`src/rtl/sa_pkg.sv`:
```
// Shared types for the self-attention head: command word that crosses the
// queue between front and back, opcode and matrix codes. No dependencies.
`default_nettype none
package sa_pkg;

	localparam int WADDR_W = 7;  // (3*8) rows x 4 columns at most

	localparam logic OP_WEIGHT = 1'b0;
	localparam logic OP_TOKEN  = 1'b1;

	localparam logic [1:0] MAT_QUERY = 2'd0;
	localparam logic [1:0] MAT_KEY   = 2'd1;
	localparam logic [1:0] MAT_VALUE = 2'd2;

	typedef enum logic {
		CMD_WRITE = 1'b0,
		CMD_TOKEN = 1'b1
	} cmd_kind_t;

	typedef struct packed {
		cmd_kind_t           kind;
		logic [WADDR_W-1:0]  waddr;
		logic [15:0]         wval;
		logic [3:0][15:0]    tok;
	} cmd_t;

endpackage
`default_nettype wire

```
`src/rtl/sa_ram.sv`:
```
// Generic single-write, single-read RAM with registered read data.
// No dependencies.
`default_nettype none
module sa_ram #(
	parameter int WIDTH = 16,
	parameter int DEPTH = 36
) (
	input  wire logic                     clk,
	input  wire logic                     we,
	input  wire logic [$clog2(DEPTH)-1:0] waddr,
	input  wire logic [WIDTH-1:0]         wdata,
	input  wire logic [$clog2(DEPTH)-1:0] raddr,
	output logic      [WIDTH-1:0]         rdata
);
	logic [WIDTH-1:0] mem_q [DEPTH];

	always_ff @(posedge clk) begin
		if (we) begin
			mem_q[waddr] <= wdata;
		end
		rdata <= mem_q[raddr];
	end
endmodule
`default_nettype wire

```
`src/rtl/sa_front.sv`:
```
// Front end: accepts input transactions, checks weight addresses and builds
// the command word for the queue. Depends on sa_pkg.
`default_nettype none
module sa_front #(
	parameter int MODEL_DIM = 4,
	parameter int KEY_DIM   = 3,
	parameter int VALUE_DIM = 3
) (
	input  wire logic               item_valid,
	output logic                    item_stall,
	input  wire logic               op,
	input  wire logic [1:0]         weight_matrix,
	input  wire logic [2:0]         weight_row,
	input  wire logic [1:0]         weight_col,
	input  wire logic signed [15:0] weight_value,
	input  wire logic signed [15:0] token_elem_0,
	input  wire logic signed [15:0] token_elem_1,
	input  wire logic signed [15:0] token_elem_2,
	input  wire logic signed [15:0] token_elem_3,
	output logic                    push_valid,
	input  wire logic               push_stall,
	output sa_pkg::cmd_t            push_cmd
);
	import sa_pkg::*;

	logic [4:0] row_abs;
	logic       row_ok;
	logic       col_ok;

	always_comb begin
		row_ok  = 1'b0;
		row_abs = '0;
		case (weight_matrix)
			MAT_QUERY: begin
				row_ok  = {1'b0, weight_row} < 4'(KEY_DIM);
				row_abs = 5'(weight_row);
			end
			MAT_KEY: begin
				row_ok  = {1'b0, weight_row} < 4'(KEY_DIM);
				row_abs = 5'(KEY_DIM) + 5'(weight_row);
			end
			MAT_VALUE: begin
				row_ok  = {1'b0, weight_row} < 4'(VALUE_DIM);
				row_abs = 5'(2 * KEY_DIM) + 5'(weight_row);
			end
			default: begin
				row_ok  = 1'b0;
				row_abs = '0;
			end
		endcase
	end

	assign col_ok = {1'b0, weight_col} < 3'(MODEL_DIM);

	// bad weight addresses are accepted and dropped here
	assign item_stall = push_stall;
	assign push_valid = item_valid && ((op == OP_TOKEN) || (row_ok && col_ok));

	always_comb begin
		push_cmd.kind   = (op == OP_TOKEN) ? CMD_TOKEN : CMD_WRITE;
		push_cmd.waddr  = WADDR_W'(row_abs) * WADDR_W'(MODEL_DIM) + WADDR_W'(weight_col);
		push_cmd.wval   = weight_value;
		push_cmd.tok[0] = token_elem_0;
		push_cmd.tok[1] = token_elem_1;
		push_cmd.tok[2] = token_elem_2;
		push_cmd.tok[3] = token_elem_3;
	end
endmodule
`default_nettype wire

```
`src/rtl/sa_queue.sv`:
```
// Two-entry command queue between front end and engine.
// Depends on sa_pkg.
`default_nettype none
module sa_queue (
	input  wire logic          clk,
	input  wire logic          arst_n,
	input  wire logic          push_valid,
	output logic               push_stall,
	input  wire sa_pkg::cmd_t  push_cmd,
	output logic               pop_valid,
	input  wire logic          pop_stall,
	output sa_pkg::cmd_t       pop_cmd
);
	import sa_pkg::*;

	cmd_t       mem_q [2];
	logic       wr_ptr_q;
	logic       rd_ptr_q;
	logic [1:0] cnt_q;
	logic       push;
	logic       pop;

	assign push_stall = (cnt_q == 2'd2);
	assign pop_valid  = (cnt_q != 2'd0);
	assign pop_cmd    = mem_q[rd_ptr_q];
	assign push       = push_valid && !push_stall;
	assign pop        = pop_valid && !pop_stall;

	always_ff @(posedge clk or negedge arst_n) begin
		if (!arst_n) begin
			wr_ptr_q <= 1'b0;
			rd_ptr_q <= 1'b0;
			cnt_q    <= 2'd0;
		end else begin
			if (push) wr_ptr_q <= !wr_ptr_q;
			if (pop)  rd_ptr_q <= !rd_ptr_q;
			cnt_q <= cnt_q + {1'b0, push} - {1'b0, pop};
		end
	end

	always_ff @(posedge clk) begin
		if (push) begin
			mem_q[wr_ptr_q] <= push_cmd;
		end
	end
endmodule
`default_nettype wire

```
`src/rtl/sa_engine.sv`:
```
// Back end: weight RAM, projection / score / output MAC pipeline, softmax
// with exp table and bit-serial divider, result register.
// Depends on sa_pkg and sa_ram.
`default_nettype none
module sa_engine #(
	parameter int SEQ_LEN         = 4,
	parameter int MODEL_DIM       = 4,
	parameter int KEY_DIM         = 3,
	parameter int VALUE_DIM       = 3,
	parameter int EXP_TABLE_DEPTH = 256
) (
	input  wire logic          clk,
	input  wire logic          arst_n,
	input  wire logic          cmd_valid,
	output logic               cmd_stall,
	input  wire sa_pkg::cmd_t  cmd,
	output logic               result_valid,
	input  wire logic          result_stall,
	output logic [1:0]         query_index,
	output logic [15:0]        weight_0,
	output logic [15:0]        weight_1,
	output logic [15:0]        weight_2,
	output logic [15:0]        weight_3,
	output logic signed [15:0] result_0,
	output logic signed [15:0] result_1,
	output logic signed [15:0] result_2,
	output logic               last
);
	import sa_pkg::*;

	localparam int NROWS  = 2 * KEY_DIM + VALUE_DIM;
	localparam int NW     = NROWS * MODEL_DIM;
	localparam int RAW    = (NW > 1) ? $clog2(NW) : 1;
	localparam int SW     = (SEQ_LEN > 1) ? $clog2(SEQ_LEN) : 1;
	localparam int KW     = (KEY_DIM > 1) ? $clog2(KEY_DIM) : 1;
	localparam int VW     = (VALUE_DIM > 1) ? $clog2(VALUE_DIM) : 1;
	localparam int MW     = (MODEL_DIM > 1) ? $clog2(MODEL_DIM) : 1;
	localparam int RW     = (KW > VW) ? KW : VW;
	localparam int OPW    = 25;
	localparam int PROD_W = 50;
	localparam int ACC_W  = 52;
	localparam int SC_W   = 40;
	localparam int D_W    = SC_W + 1;
	localparam int SUM_W  = 16 + SW;
	localparam int NUM_W  = 33;
	localparam int IW     = $clog2(EXP_TABLE_DEPTH);
	localparam int TBLW   = 16 * EXP_TABLE_DEPTH;

	// exp(-k/16) in Q0.16, from the recurrence e(k+1) = round(e(k) * r / 2^32)
	function automatic logic [TBLW-1:0] build_exp_tbl();
		logic [63:0]     e;
		logic [63:0]     t;
		logic [TBLW-1:0] tb;
		int              n;
		e  = 64'h1_0000_0000;
		tb = '0;
		for (n = 0; n < EXP_TABLE_DEPTH; n++) begin
			t = (e + 64'd32768) >> 16;
			tb[n*16 +: 16] = (t > 64'd65535) ? 16'hFFFF : t[15:0];
			e = (e * 64'd4034748382 + 64'h8000_0000) >> 32;
		end
		return tb;
	endfunction

	localparam logic [TBLW-1:0] EXP_TBL = build_exp_tbl();

	typedef enum logic [11:0] {
		S_IDLE  = 12'b0000_0000_0001,
		S_PROJ  = 12'b0000_0000_0010,
		S_PWAIT = 12'b0000_0000_0100,
		S_SCORE = 12'b0000_0000_1000,
		S_SWAIT = 12'b0000_0001_0000,
		S_MAX   = 12'b0000_0010_0000,
		S_EXP   = 12'b0000_0100_0000,
		S_DINIT = 12'b0000_1000_0000,
		S_DIV   = 12'b0001_0000_0000,
		S_OUTM  = 12'b0010_0000_0000,
		S_OWAIT = 12'b0100_0000_0000,
		S_EMIT  = 12'b1000_0000_0000
	} state_t;

	typedef enum logic [2:0] {
		DST_QUERY  = 3'd0,
		DST_KEY    = 3'd1,
		DST_VALUE  = 3'd2,
		DST_SCORE  = 3'd3,
		DST_RESULT = 3'd4
	} dst_t;

	typedef struct packed {
		logic          first;
		logic          fin;
		dst_t          dst;
		logic [SW-1:0] i0;
		logic [RW-1:0] i1;
	} tag_t;

	state_t state_q;

	// row stores
	logic [23:0] qrow_q [SEQ_LEN][KEY_DIM];
	logic [23:0] krow_q [SEQ_LEN][KEY_DIM];
	logic [23:0] vrow_q [SEQ_LEN][VALUE_DIM];
	logic [3:0][15:0] tok_q;

	// softmax working set
	logic signed [SC_W-1:0] score_q [SEQ_LEN];
	logic signed [SC_W-1:0] mx_q;
	logic [15:0]            ex_q [SEQ_LEN];
	logic [15:0]            wt_q [SEQ_LEN];
	logic [15:0]            res_q [VALUE_DIM];
	logic [SUM_W-1:0]       sum_q;

	// counters
	logic [SW-1:0]  tcnt_q;
	logic [SW-1:0]  qi_q;
	logic [SW-1:0]  j_q;
	logic [RW-1:0]  k_q;
	logic [1:0]     pmat_q;
	logic [RW-1:0]  prow_q;
	logic [MW-1:0]  pcol_q;
	logic [RAW-1:0] addr_q;

	// divider
	logic [NUM_W-1:0] num_q;
	logic [SUM_W-1:0] rem_q;
	logic [16:0]      quo_q;
	logic [5:0]       dcnt_q;
	logic [SUM_W:0]   div_r2;
	logic             div_ge;
	logic [SUM_W-1:0] div_rem_n;
	logic [16:0]      div_quo_n;

	// MAC pipeline
	logic                   issue;
	tag_t                   itag;
	logic signed [OPW-1:0]  opa_n;
	logic signed [OPW-1:0]  opb_n;
	logic                   v_s1;
	tag_t                   tag_s1;
	logic signed [OPW-1:0]  opa_s1;
	logic signed [OPW-1:0]  opb_s1;
	logic signed [OPW-1:0]  mul_a;
	logic                   v_s2;
	tag_t                   tag_s2;
	logic signed [PROD_W-1:0] prod_s2;
	logic signed [ACC_W-1:0]  acc_q;
	logic signed [ACC_W-1:0]  accsum;
	logic signed [ACC_W-1:0]  sh12;
	logic signed [ACC_W-1:0]  sh16;
	logic [23:0]              sat24;
	logic [15:0]              sat16;

	// weight RAM
	logic        ram_we;
	logic [15:0] ram_rdata;

	// exp lookup
	logic [D_W-1:0]   exp_d;
	logic [D_W-9:0]   exp_idx;
	logic [15:0]      exp_val;

	// result register
	logic        rv_q;
	logic        out_load;
	logic [15:0] wsel [4];
	logic [15:0] rsel [3];
	logic [1:0]  qidx_q;
	logic [15:0] wout_q [4];
	logic [15:0] rout_q [3];
	logic        last_q;

	logic [RW-1:0] prow_last;

	assign cmd_stall = (state_q != S_IDLE);
	assign ram_we    = cmd_valid && !cmd_stall && (cmd.kind == CMD_WRITE);

	sa_ram #(
		.WIDTH (16),
		.DEPTH (NW)
	) u_wram (
		.clk   (clk),
		.we    (ram_we),
		.waddr (cmd.waddr[RAW-1:0]),
		.wdata (cmd.wval),
		.raddr (addr_q),
		.rdata (ram_rdata)
	);

	assign prow_last = (pmat_q == 2'd2) ? RW'(VALUE_DIM - 1) : RW'(KEY_DIM - 1);

	// issue stage
	always_comb begin
		issue = 1'b0;
		itag  = '0;
		opa_n = '0;
		opb_n = '0;
		case (state_q)
			S_PROJ: begin
				issue      = 1'b1;
				itag.first = (pcol_q == '0);
				itag.fin   = (pcol_q == MW'(MODEL_DIM - 1));
				itag.dst   = (pmat_q == 2'd0) ? DST_QUERY :
				             (pmat_q == 2'd1) ? DST_KEY : DST_VALUE;
				itag.i0    = tcnt_q;
				itag.i1    = prow_q;
				opb_n      = {{9{tok_q[pcol_q][15]}}, tok_q[pcol_q]};
			end
			S_SCORE: begin
				issue      = 1'b1;
				itag.first = (k_q == '0);
				itag.fin   = (k_q == RW'(KEY_DIM - 1));
				itag.dst   = DST_SCORE;
				itag.i0    = j_q;
				itag.i1    = k_q;
				opa_n      = {qrow_q[qi_q][k_q[KW-1:0]][23], qrow_q[qi_q][k_q[KW-1:0]]};
				opb_n      = {krow_q[j_q][k_q[KW-1:0]][23], krow_q[j_q][k_q[KW-1:0]]};
			end
			S_OUTM: begin
				issue      = 1'b1;
				itag.first = (j_q == '0);
				itag.fin   = (j_q == SW'(SEQ_LEN - 1));
				itag.dst   = DST_RESULT;
				itag.i0    = j_q;
				itag.i1    = k_q;
				opa_n      = {9'b0, wt_q[j_q]};
				opb_n      = {vrow_q[j_q][k_q[VW-1:0]][23], vrow_q[j_q][k_q[VW-1:0]]};
			end
			default: begin
				issue = 1'b0;
			end
		endcase
	end

	// weight operand comes straight from the RAM read register
	assign mul_a = (tag_s1.dst == DST_QUERY || tag_s1.dst == DST_KEY ||
	                tag_s1.dst == DST_VALUE) ? {{9{ram_rdata[15]}}, ram_rdata} : opa_s1;

	always_ff @(posedge clk or negedge arst_n) begin
		if (!arst_n) begin
			v_s1   <= 1'b0;
			v_s2   <= 1'b0;
			tag_s1 <= '0;
			tag_s2 <= '0;
		end else begin
			v_s1   <= issue;
			tag_s1 <= itag;
			v_s2   <= v_s1;
			tag_s2 <= tag_s1;
		end
	end

	always_ff @(posedge clk) begin
		opa_s1  <= opa_n;
		opb_s1  <= opb_n;
		prod_s2 <= mul_a * opb_s1;
		if (v_s2) begin
			acc_q <= accsum;
		end
	end

	// accumulate and write back
	always_comb begin
		accsum = (tag_s2.first ? {ACC_W{1'b0}} : acc_q) + ACC_W'(prod_s2);
		sh12   = accsum >>> 12;
		sh16   = accsum >>> 16;
		if (sh12 > 52'sd8388607)
			sat24 = 24'h7F_FFFF;
		else if (sh12 < -52'sd8388608)
			sat24 = 24'h80_0000;
		else
			sat24 = sh12[23:0];
		if (sh16 > 52'sd32767)
			sat16 = 16'h7FFF;
		else if (sh16 < -52'sd32768)
			sat16 = 16'h8000;
		else
			sat16 = sh16[15:0];
	end

	always_ff @(posedge clk) begin
		if (v_s2 && tag_s2.fin) begin
			case (tag_s2.dst)
				DST_QUERY:  qrow_q[tag_s2.i0][tag_s2.i1[KW-1:0]] <= sat24;
				DST_KEY:    krow_q[tag_s2.i0][tag_s2.i1[KW-1:0]] <= sat24;
				DST_VALUE:  vrow_q[tag_s2.i0][tag_s2.i1[VW-1:0]] <= sat24;
				DST_SCORE:  score_q[tag_s2.i0] <= sh12[SC_W-1:0];
				DST_RESULT: res_q[tag_s2.i1[VW-1:0]] <= sat16;
				default: ;
			endcase
		end
	end

	// softmax helpers
	always_comb begin
		exp_d   = D_W'(mx_q) - D_W'(score_q[j_q]);
		exp_idx = exp_d[D_W-1:8];
		if (exp_idx < (D_W-8)'(EXP_TABLE_DEPTH))
			exp_val = EXP_TBL[{exp_idx[IW-1:0], 4'b0000} +: 16];
		else
			exp_val = 16'd0;
	end

	always_comb begin
		div_r2    = {rem_q, num_q[NUM_W-1]};
		div_ge    = div_r2 >= {1'b0, sum_q};
		div_rem_n = div_ge ? SUM_W'(div_r2 - {1'b0, sum_q}) : div_r2[SUM_W-1:0];
		div_quo_n = {quo_q[15:0], div_ge};
	end

	assign out_load = (state_q == S_EMIT) && (!rv_q || !result_stall);

	// sequencer
	always_ff @(posedge clk or negedge arst_n) begin
		if (!arst_n) begin
			state_q <= S_IDLE;
			tcnt_q  <= '0;
			qi_q    <= '0;
			j_q     <= '0;
			k_q     <= '0;
			pmat_q  <= '0;
			prow_q  <= '0;
			pcol_q  <= '0;
			addr_q  <= '0;
			dcnt_q  <= '0;
			rv_q    <= 1'b0;
		end else begin
			if (out_load)
				rv_q <= 1'b1;
			else if (!result_stall)
				rv_q <= 1'b0;

			case (state_q)
				S_IDLE: begin
					if (cmd_valid && cmd.kind == CMD_TOKEN) begin
						pmat_q  <= '0;
						prow_q  <= '0;
						pcol_q  <= '0;
						addr_q  <= '0;
						state_q <= S_PROJ;
					end
				end
				S_PROJ: begin
					addr_q <= addr_q + 1'b1;
					if (pcol_q == MW'(MODEL_DIM - 1)) begin
						pcol_q <= '0;
						if (prow_q == prow_last) begin
							prow_q <= '0;
							if (pmat_q == 2'd2)
								state_q <= S_PWAIT;
							else
								pmat_q <= pmat_q + 1'b1;
						end else begin
							prow_q <= prow_q + 1'b1;
						end
					end else begin
						pcol_q <= pcol_q + 1'b1;
					end
				end
				S_PWAIT: begin
					if (!v_s1 && !v_s2) begin
						if (tcnt_q == SW'(SEQ_LEN - 1)) begin
							tcnt_q  <= '0;
							qi_q    <= '0;
							j_q     <= '0;
							k_q     <= '0;
							state_q <= S_SCORE;
						end else begin
							tcnt_q  <= tcnt_q + 1'b1;
							state_q <= S_IDLE;
						end
					end
				end
				S_SCORE: begin
					if (k_q == RW'(KEY_DIM - 1)) begin
						k_q <= '0;
						if (j_q == SW'(SEQ_LEN - 1)) begin
							j_q     <= '0;
							state_q <= S_SWAIT;
						end else begin
							j_q <= j_q + 1'b1;
						end
					end else begin
						k_q <= k_q + 1'b1;
					end
				end
				S_SWAIT: begin
					if (!v_s1 && !v_s2) begin
						j_q     <= '0;
						state_q <= S_MAX;
					end
				end
				S_MAX: begin
					if (j_q == SW'(SEQ_LEN - 1)) begin
						j_q     <= '0;
						state_q <= S_EXP;
					end else begin
						j_q <= j_q + 1'b1;
					end
				end
				S_EXP: begin
					if (j_q == SW'(SEQ_LEN - 1)) begin
						j_q     <= '0;
						state_q <= S_DINIT;
					end else begin
						j_q <= j_q + 1'b1;
					end
				end
				S_DINIT: begin
					dcnt_q  <= '0;
					state_q <= S_DIV;
				end
				S_DIV: begin
					dcnt_q <= dcnt_q + 1'b1;
					if (dcnt_q == 6'(NUM_W - 1)) begin
						if (j_q == SW'(SEQ_LEN - 1)) begin
							j_q     <= '0;
							k_q     <= '0;
							state_q <= S_OUTM;
						end else begin
							j_q     <= j_q + 1'b1;
							state_q <= S_DINIT;
						end
					end
				end
				S_OUTM: begin
					if (j_q == SW'(SEQ_LEN - 1)) begin
						j_q <= '0;
						if (k_q == RW'(VALUE_DIM - 1)) begin
							k_q     <= '0;
							state_q <= S_OWAIT;
						end else begin
							k_q <= k_q + 1'b1;
						end
					end else begin
						j_q <= j_q + 1'b1;
					end
				end
				S_OWAIT: begin
					if (!v_s1 && !v_s2)
						state_q <= S_EMIT;
				end
				S_EMIT: begin
					if (out_load) begin
						j_q <= '0;
						k_q <= '0;
						if (qi_q == SW'(SEQ_LEN - 1)) begin
							qi_q    <= '0;
							state_q <= S_IDLE;
						end else begin
							qi_q    <= qi_q + 1'b1;
							state_q <= S_SCORE;
						end
					end
				end
				default: state_q <= S_IDLE;
			endcase
		end
	end

	// datapath registers of the sequencer
	always_ff @(posedge clk) begin
		if (state_q == S_IDLE && cmd_valid && cmd.kind == CMD_TOKEN)
			tok_q <= cmd.tok;
		if (state_q == S_MAX && (j_q == '0 || score_q[j_q] > mx_q))
			mx_q <= score_q[j_q];
		if (state_q == S_EXP) begin
			ex_q[j_q] <= exp_val;
			sum_q     <= ((j_q == '0) ? {SUM_W{1'b0}} : sum_q) + SUM_W'(exp_val);
		end
		if (state_q == S_DINIT) begin
			num_q <= {1'b0, ex_q[j_q], 16'b0} + NUM_W'(sum_q >> 1);
			rem_q <= '0;
			quo_q <= '0;
		end
		if (state_q == S_DIV) begin
			num_q <= num_q << 1;
			rem_q <= div_rem_n;
			quo_q <= div_quo_n;
			if (dcnt_q == 6'(NUM_W - 1))
				wt_q[j_q] <= div_quo_n[16] ? 16'hFFFF : div_quo_n[15:0];
		end
	end

	// result register
	for (genvar n = 0; n < 4; n++) begin : g_wsel
		if (n < SEQ_LEN) begin : g_on
			assign wsel[n] = wt_q[n];
		end else begin : g_off
			assign wsel[n] = 16'd0;
		end
	end
	for (genvar n = 0; n < 3; n++) begin : g_rsel
		if (n < VALUE_DIM) begin : g_on
			assign rsel[n] = res_q[n];
		end else begin : g_off
			assign rsel[n] = 16'd0;
		end
	end

	always_ff @(posedge clk) begin
		if (out_load) begin
			qidx_q <= 2'(qi_q);
			wout_q <= wsel;
			rout_q <= rsel;
			last_q <= (qi_q == SW'(SEQ_LEN - 1));
		end
	end

	assign result_valid = rv_q;
	assign query_index  = qidx_q;
	assign weight_0     = wout_q[0];
	assign weight_1     = wout_q[1];
	assign weight_2     = wout_q[2];
	assign weight_3     = wout_q[3];
	assign result_0     = rout_q[0];
	assign result_1     = rout_q[1];
	assign result_2     = rout_q[2];
	assign last         = last_q;

	// no MAC work in flight while the engine takes commands
	a_idle_drained: assert property (@(posedge clk) disable iff (!arst_n)
		(state_q == S_IDLE) |-> (!v_s1 && !v_s2))
		else $error("MAC pipeline busy in idle");

	// restoring divider keeps its remainder below the softmax sum
	a_div_rem: assert property (@(posedge clk) disable iff (!arst_n)
		(state_q == S_DIV) |-> (rem_q < sum_q))
		else $error("divider remainder out of range");

	// a new result only appears after the emit step
	a_emit_src: assert property (@(posedge clk) disable iff (!arst_n)
		$rose(rv_q) |-> $past(state_q == S_EMIT))
		else $error("result valid raised outside emit");

	// weight writes only land between tokens
	a_we_idle: assert property (@(posedge clk) disable iff (!arst_n)
		ram_we |-> (state_q == S_IDLE && !v_s1))
		else $error("weight write during projection");
endmodule
`default_nettype wire

```
`src/rtl/self_attention_head.sv`:
```
// Top level of the single-head self-attention block: front end, command
// queue and engine. Depends on sa_pkg, sa_front, sa_queue, sa_engine.
//
//   channel   handshake                 payload
//   item      item_valid / item_stall   op, weight_*, token_elem_0..3
//   result    result_valid / result_stall  query_index, weight_0..3,
//                                       result_0..2, last
//
// The engine takes a weight write directly in its idle state. A token runs one
// MAC issue per projection weight on the one shared multiplier, then drains
// the pipeline. The token that closes the sequence then runs, per query row,
// the score, max, exp, divide and output steps; the 33-step restoring
// divider in the softmax dominates.
// Reset (arst_n low) clears control only; stores are undefined until written.
// The two-entry queue keeps taking transactions while the engine is busy,
// until both entries are full, and the result register holds a stalled
// transaction while the next row is computed.
`default_nettype none
module self_attention_head #(
	parameter int SEQ_LEN         = 4,
	parameter int MODEL_DIM       = 4,
	parameter int KEY_DIM         = 3,
	parameter int VALUE_DIM       = 3,
	parameter int EXP_TABLE_DEPTH = 256
) (
	input  wire logic               clk,
	input  wire logic               arst_n,
	input  wire logic               item_valid,
	output logic                    item_stall,
	input  wire logic               op,
	input  wire logic [1:0]         weight_matrix,
	input  wire logic [2:0]         weight_row,
	input  wire logic [1:0]         weight_col,
	input  wire logic signed [15:0] weight_value,
	input  wire logic signed [15:0] token_elem_0,
	input  wire logic signed [15:0] token_elem_1,
	input  wire logic signed [15:0] token_elem_2,
	input  wire logic signed [15:0] token_elem_3,
	output logic                    result_valid,
	input  wire logic               result_stall,
	output logic [1:0]              query_index,
	output logic [15:0]             weight_0,
	output logic [15:0]             weight_1,
	output logic [15:0]             weight_2,
	output logic [15:0]             weight_3,
	output logic signed [15:0]      result_0,
	output logic signed [15:0]      result_1,
	output logic signed [15:0]      result_2,
	output logic                    last
);
	import sa_pkg::*;

	// front end -> queue
	logic push_valid;
	logic push_stall;
	cmd_t push_cmd;

	// queue -> engine
	logic pop_valid;
	logic pop_stall;
	cmd_t pop_cmd;

	sa_front #(
		.MODEL_DIM (MODEL_DIM),
		.KEY_DIM   (KEY_DIM),
		.VALUE_DIM (VALUE_DIM)
	) u_front (
		.item_valid    (item_valid),
		.item_stall    (item_stall),
		.op            (op),
		.weight_matrix (weight_matrix),
		.weight_row    (weight_row),
		.weight_col    (weight_col),
		.weight_value  (weight_value),
		.token_elem_0  (token_elem_0),
		.token_elem_1  (token_elem_1),
		.token_elem_2  (token_elem_2),
		.token_elem_3  (token_elem_3),
		.push_valid    (push_valid),
		.push_stall    (push_stall),
		.push_cmd      (push_cmd)
	);

	sa_queue u_queue (
		.clk        (clk),
		.arst_n     (arst_n),
		.push_valid (push_valid),
		.push_stall (push_stall),
		.push_cmd   (push_cmd),
		.pop_valid  (pop_valid),
		.pop_stall  (pop_stall),
		.pop_cmd    (pop_cmd)
	);

	sa_engine #(
		.SEQ_LEN         (SEQ_LEN),
		.MODEL_DIM       (MODEL_DIM),
		.KEY_DIM         (KEY_DIM),
		.VALUE_DIM       (VALUE_DIM),
		.EXP_TABLE_DEPTH (EXP_TABLE_DEPTH)
	) u_engine (
		.clk          (clk),
		.arst_n       (arst_n),
		.cmd_valid    (pop_valid),
		.cmd_stall    (pop_stall),
		.cmd          (pop_cmd),
		.result_valid (result_valid),
		.result_stall (result_stall),
		.query_index  (query_index),
		.weight_0     (weight_0),
		.weight_1     (weight_1),
		.weight_2     (weight_2),
		.weight_3     (weight_3),
		.result_0     (result_0),
		.result_1     (result_1),
		.result_2     (result_2),
		.last         (last)
	);
endmodule
`default_nettype wire

```
`config.mk`:
```
export PLATFORM = sky130hd
export DESIGN_NAME = self_attention_head
export DESIGN_NICKNAME = d
export VERILOG_FILES = /design/src/rtl/sa_pkg.sv /design/src/rtl/sa_ram.sv /design/src/rtl/sa_front.sv /design/src/rtl/sa_queue.sv /design/src/rtl/sa_engine.sv /design/src/rtl/self_attention_head.sv
export SDC_FILE = /design/constraint.sdc
export NUM_CORES = 2
export LEC_CHECK = 0
export ABC_AREA = 1
export BUFFER_PORTS_ARGS = -buffer_cell sky130_fd_sc_hd__buf_2
export CAP_MARGIN = 20
export CORE_ASPECT_RATIO = 0.5
export CORE_MARGIN = 2
export CORE_UTILIZATION = 50
export CTS_CLUSTER_DIAMETER = 30
export CTS_CLUSTER_SIZE = 20
export DETAILED_ROUTE_END_ITERATION = 12
export PLACE_DENSITY = 0.67
export SYNTH_ARGS = -nofsm -noshare
export SYNTH_HDL_FRONTEND = slang
export SYNTH_SLANG_ARGS = --single-unit
export TNS_END_PERCENT = 100
```
`constraint.sdc`:
```
create_clock -name clk -period 11.1 [get_ports clk]
set_input_delay 2.22 -clock clk [delete_from_list [all_inputs] [get_ports clk]]
set_output_delay 2.22 -clock clk [all_outputs]
set_load 0.01 [all_outputs]
```
==> flow_summary.ini <==
[drt]
wl_um = 366000
vias = 89568
dr.pass1.iters = 6
wire_per_inst_um = 23.5
antenna_left = 0
drc = 0
drt-initial-drc-count = 10518
vias_per_cell = 5.75

[worst_setup_path]
crit_path_top_delay_cell = fa_1
critPathRequiredTime_ns = 11.75
reg2reg_depth = 28
reg2reg_slack_ns = 2.19
arrival_ns = 9.56
worst_r2r_endpoint = u_engine.prod_s2[49]
crit_top_cell = inv_1
cp-startpoint = u_engine.tag_s1[4]
crit_type = register to register
start_kind = register
max_stage_delay_ns = 0.75
end_kind = register
cp_max_fo = 24
reg2reg_from = u_engine.tag_s1[4]

[synth]
ys_warn_count = 0
synth_ff_type = edfxtp_1
syn-instance-count = 11655
synth.avg_cell_area_um2 = 10.9
syn-num-nets = 12698
syn_area_um2 = 127000
synthArstFlopShare_pct = 2.54
ys_ff_latch = 2483
synth_cell_types = 70
synth_enable_flop_cells = 2305
ys_seq_area_share_pct = 57.7

[finish]
syn2layout_area_growth_pct = 13.3
ff_latch_area_um2 = 73100
final_cell_mix = edfxtp_1, nand2_1, nor2_1
layout-drive-gt1-share_pct = 10.2
fin_area_um2 = 144000
nFillCells = 20815
final_common_cell = edfxtp_1
multiInputGateArea_um2 = 47100
fin_nets = 12964

[cts]
htreeDepth = 5
clock-sinks = 2483
clk_pin_slew_ns = 0.06
hold_buffers = 0
clock_latency_ns = 0.90
clockBufferDepth = 4
cts_root_buf = clkbuf_16
tritoncts = yes
cts-resized-gates = 0
post_cts_buffers = 0
numCtsBuffers = 334

[sta]
final.period_utilization_pct = 80.3
finalHoldViolCount = 0
slew_headroom_pct = 24.9
period_minus_slack_ns = 8.91
setup_violations = 0
worst_pin_slew_ns = 1.13
finalSetupTns_ns = 0
timing.fmax_mhz = 112
worst_clock_skew_ns = 0.132
drv_slew = 0
rsz0062_at_grt = false

[power_and_ir_drop]
powerDensity_nw_per_um2 = 288
p_leak_nw = 56.4
vdd_drop_max_v = 0.000260

[placement]
dp_hpwl_um = 246000
io_buffers = 208
globalplace.congestion = 1.00
dpl-instance-area_um2 = 132000

[grt]
grt_overflow_total = 0
gr-usage-met1_pct = 40.9
antenna_found_initial = 18
track_usage_pct = 28.0
grtUsageMet2_pct = 42.5
grt_busiest_layer = met2
grt_max_degree = 185
grt_pass1_vias = 86107
grt_util_met3_pct = 5.74
grt_pass1_wl_um = 545000

[min_path]
hp-start = u_engine.res_q[1][2]
hold_path_depth = 0
min_path_type = register to register
holdPathEnd = result_1[2]

[die]
design.die.area_um2 = 258000
rows = 130
core_um2 = 251000
initial_core_util_pct = 50.4
fp.dieW_um = 716
ios = 209
die_h_um = 360

[run_status]
status = finished clean

[job]
cap_violations = 0
==> power by group <==
part	internal, W	switching [W]	leakage (nW)
Clock	0.00663	0.00429	5.53
Combinational	0.00469	0.0129	28.3
Sequential	0.0125	0.000340	22.6
==> flip-flops by register name (all words and copies together) (netlist names), 52 cells and up <==
name / cells
u_engine.krow_q: 288
u_engine.qrow_q: 288
u_engine.tok_q: 64
u_engine.u_wram.mem_q: 576
u_queue.mem_q: 174
u_engine.acc_q: 52
u_engine.score_q: 160
u_engine.ex_q: 64
u_engine.wt_q: 64
u_engine.vrow_q: 288
==> cell type report <==
| type | instances | share of cell area, % |
|---|---|---|
| Antenna cell | 6 | 0.0105 |
| Clock buffer | 371 | 6.07 |
| Clock inverter | 243 | 1.93 |
| Inverter | 1218 | 3.21 |
| Multi-Input combinational cell | 7435 | 32.8 |
| Sequential cell | 2483 | 50.9 |
| Tap cell | 3366 | 2.93 |
| Timing Repair Buffer | 449 | 2.07 |
==> cells by family after synthesis <==
logic type | count (synthesis) | synth area share (%)
fa+ha+maj | 951 | 13.2
mux | 4 | 0.0316
buf+inv | 1737 | 5.28
flops | 2483 | 57.7
xor+xnor | 133 | 0.961
compound gates | 2000 | 8.87
simple gates | 4347 | 13.9
==> metal layers <==
metal	share of wire (%)	vias up
met4	3.2	10
met1	42	44355
li1	-	40231
met3	10	617
met2	44	4355
met5	0.019	-
==> per-stage QoR <==
| step | hold WS (ns) | setup WS (ns) | util [%] | power (W) | cells |
|---|---|---|---|---|---|
| finish | 0.339 | 2.19 | 57.1 | 0.0413 | 15571 |
| detailed placement | 0.336 | 2.39 | 52.5 | 0.0301 | 14946 |
| global placement | 0.333 | 2.46 | 52.4 | 0.0299 | 14943 |
| CTS | 0.348 | 2.29 | 57.0 | 0.0411 | 15560 |
| floorplan | 0.331 | 2.48 | - | 0.0239 | 11655 |
| global route | 0.357 | 1.75 | 57.1 | 0.0434 | 15566 |
==> cell usage after synthesis (52+ instances only) <==
library cell  instances  area, um^2
dfxtp_1             115        2300
clkbuf_1            433        1630
o221ai_1             52         455
nand2_1            1859        6980
edfxtp_1           2305       69200
nor2_1             1821        6840
dfrtp_1              62        1550
nand4_1              89         557
o22ai_1             265        1660
xor2_1               77         674
xnor2_1              52         455
o21ai_0             984        4920
fa_1                646       12900
a21oi_1             432        2160
ha_1                305        3820
nand3_1             364        1820
inv_1              1187        4460
==> worst max-delay path: cells and delay by family (launching register included) <==
family / cells / cell delay (ns)
compound gates: 5 / 1.30
xor+xnor: 1 / 0.17
fa+ha+maj: 8 / 4.29
buf+inv: 9 / 1.10
flops: 1 / 0.38
simple gates: 5 / 1.44
==> worst max-delay path by stage <==
stage | end | slack (ns) | cells after the start
2_1_floorplan | u_engine.qi_q[1] | 2.48 | 5
3_3_place_gp | u_engine.prod_s2[49] | 2.46 | 28
3_5_place_dp | u_engine.prod_s2[45] | 2.39 | 30
4_1_cts | u_engine.prod_s2[46] | 2.29 | 26
5_1_grt | u_engine.prod_s2[45] | 1.75 | 30
6_report | u_engine.prod_s2[49] | 2.19 | 28
Power figures use the tool's default switching activity.
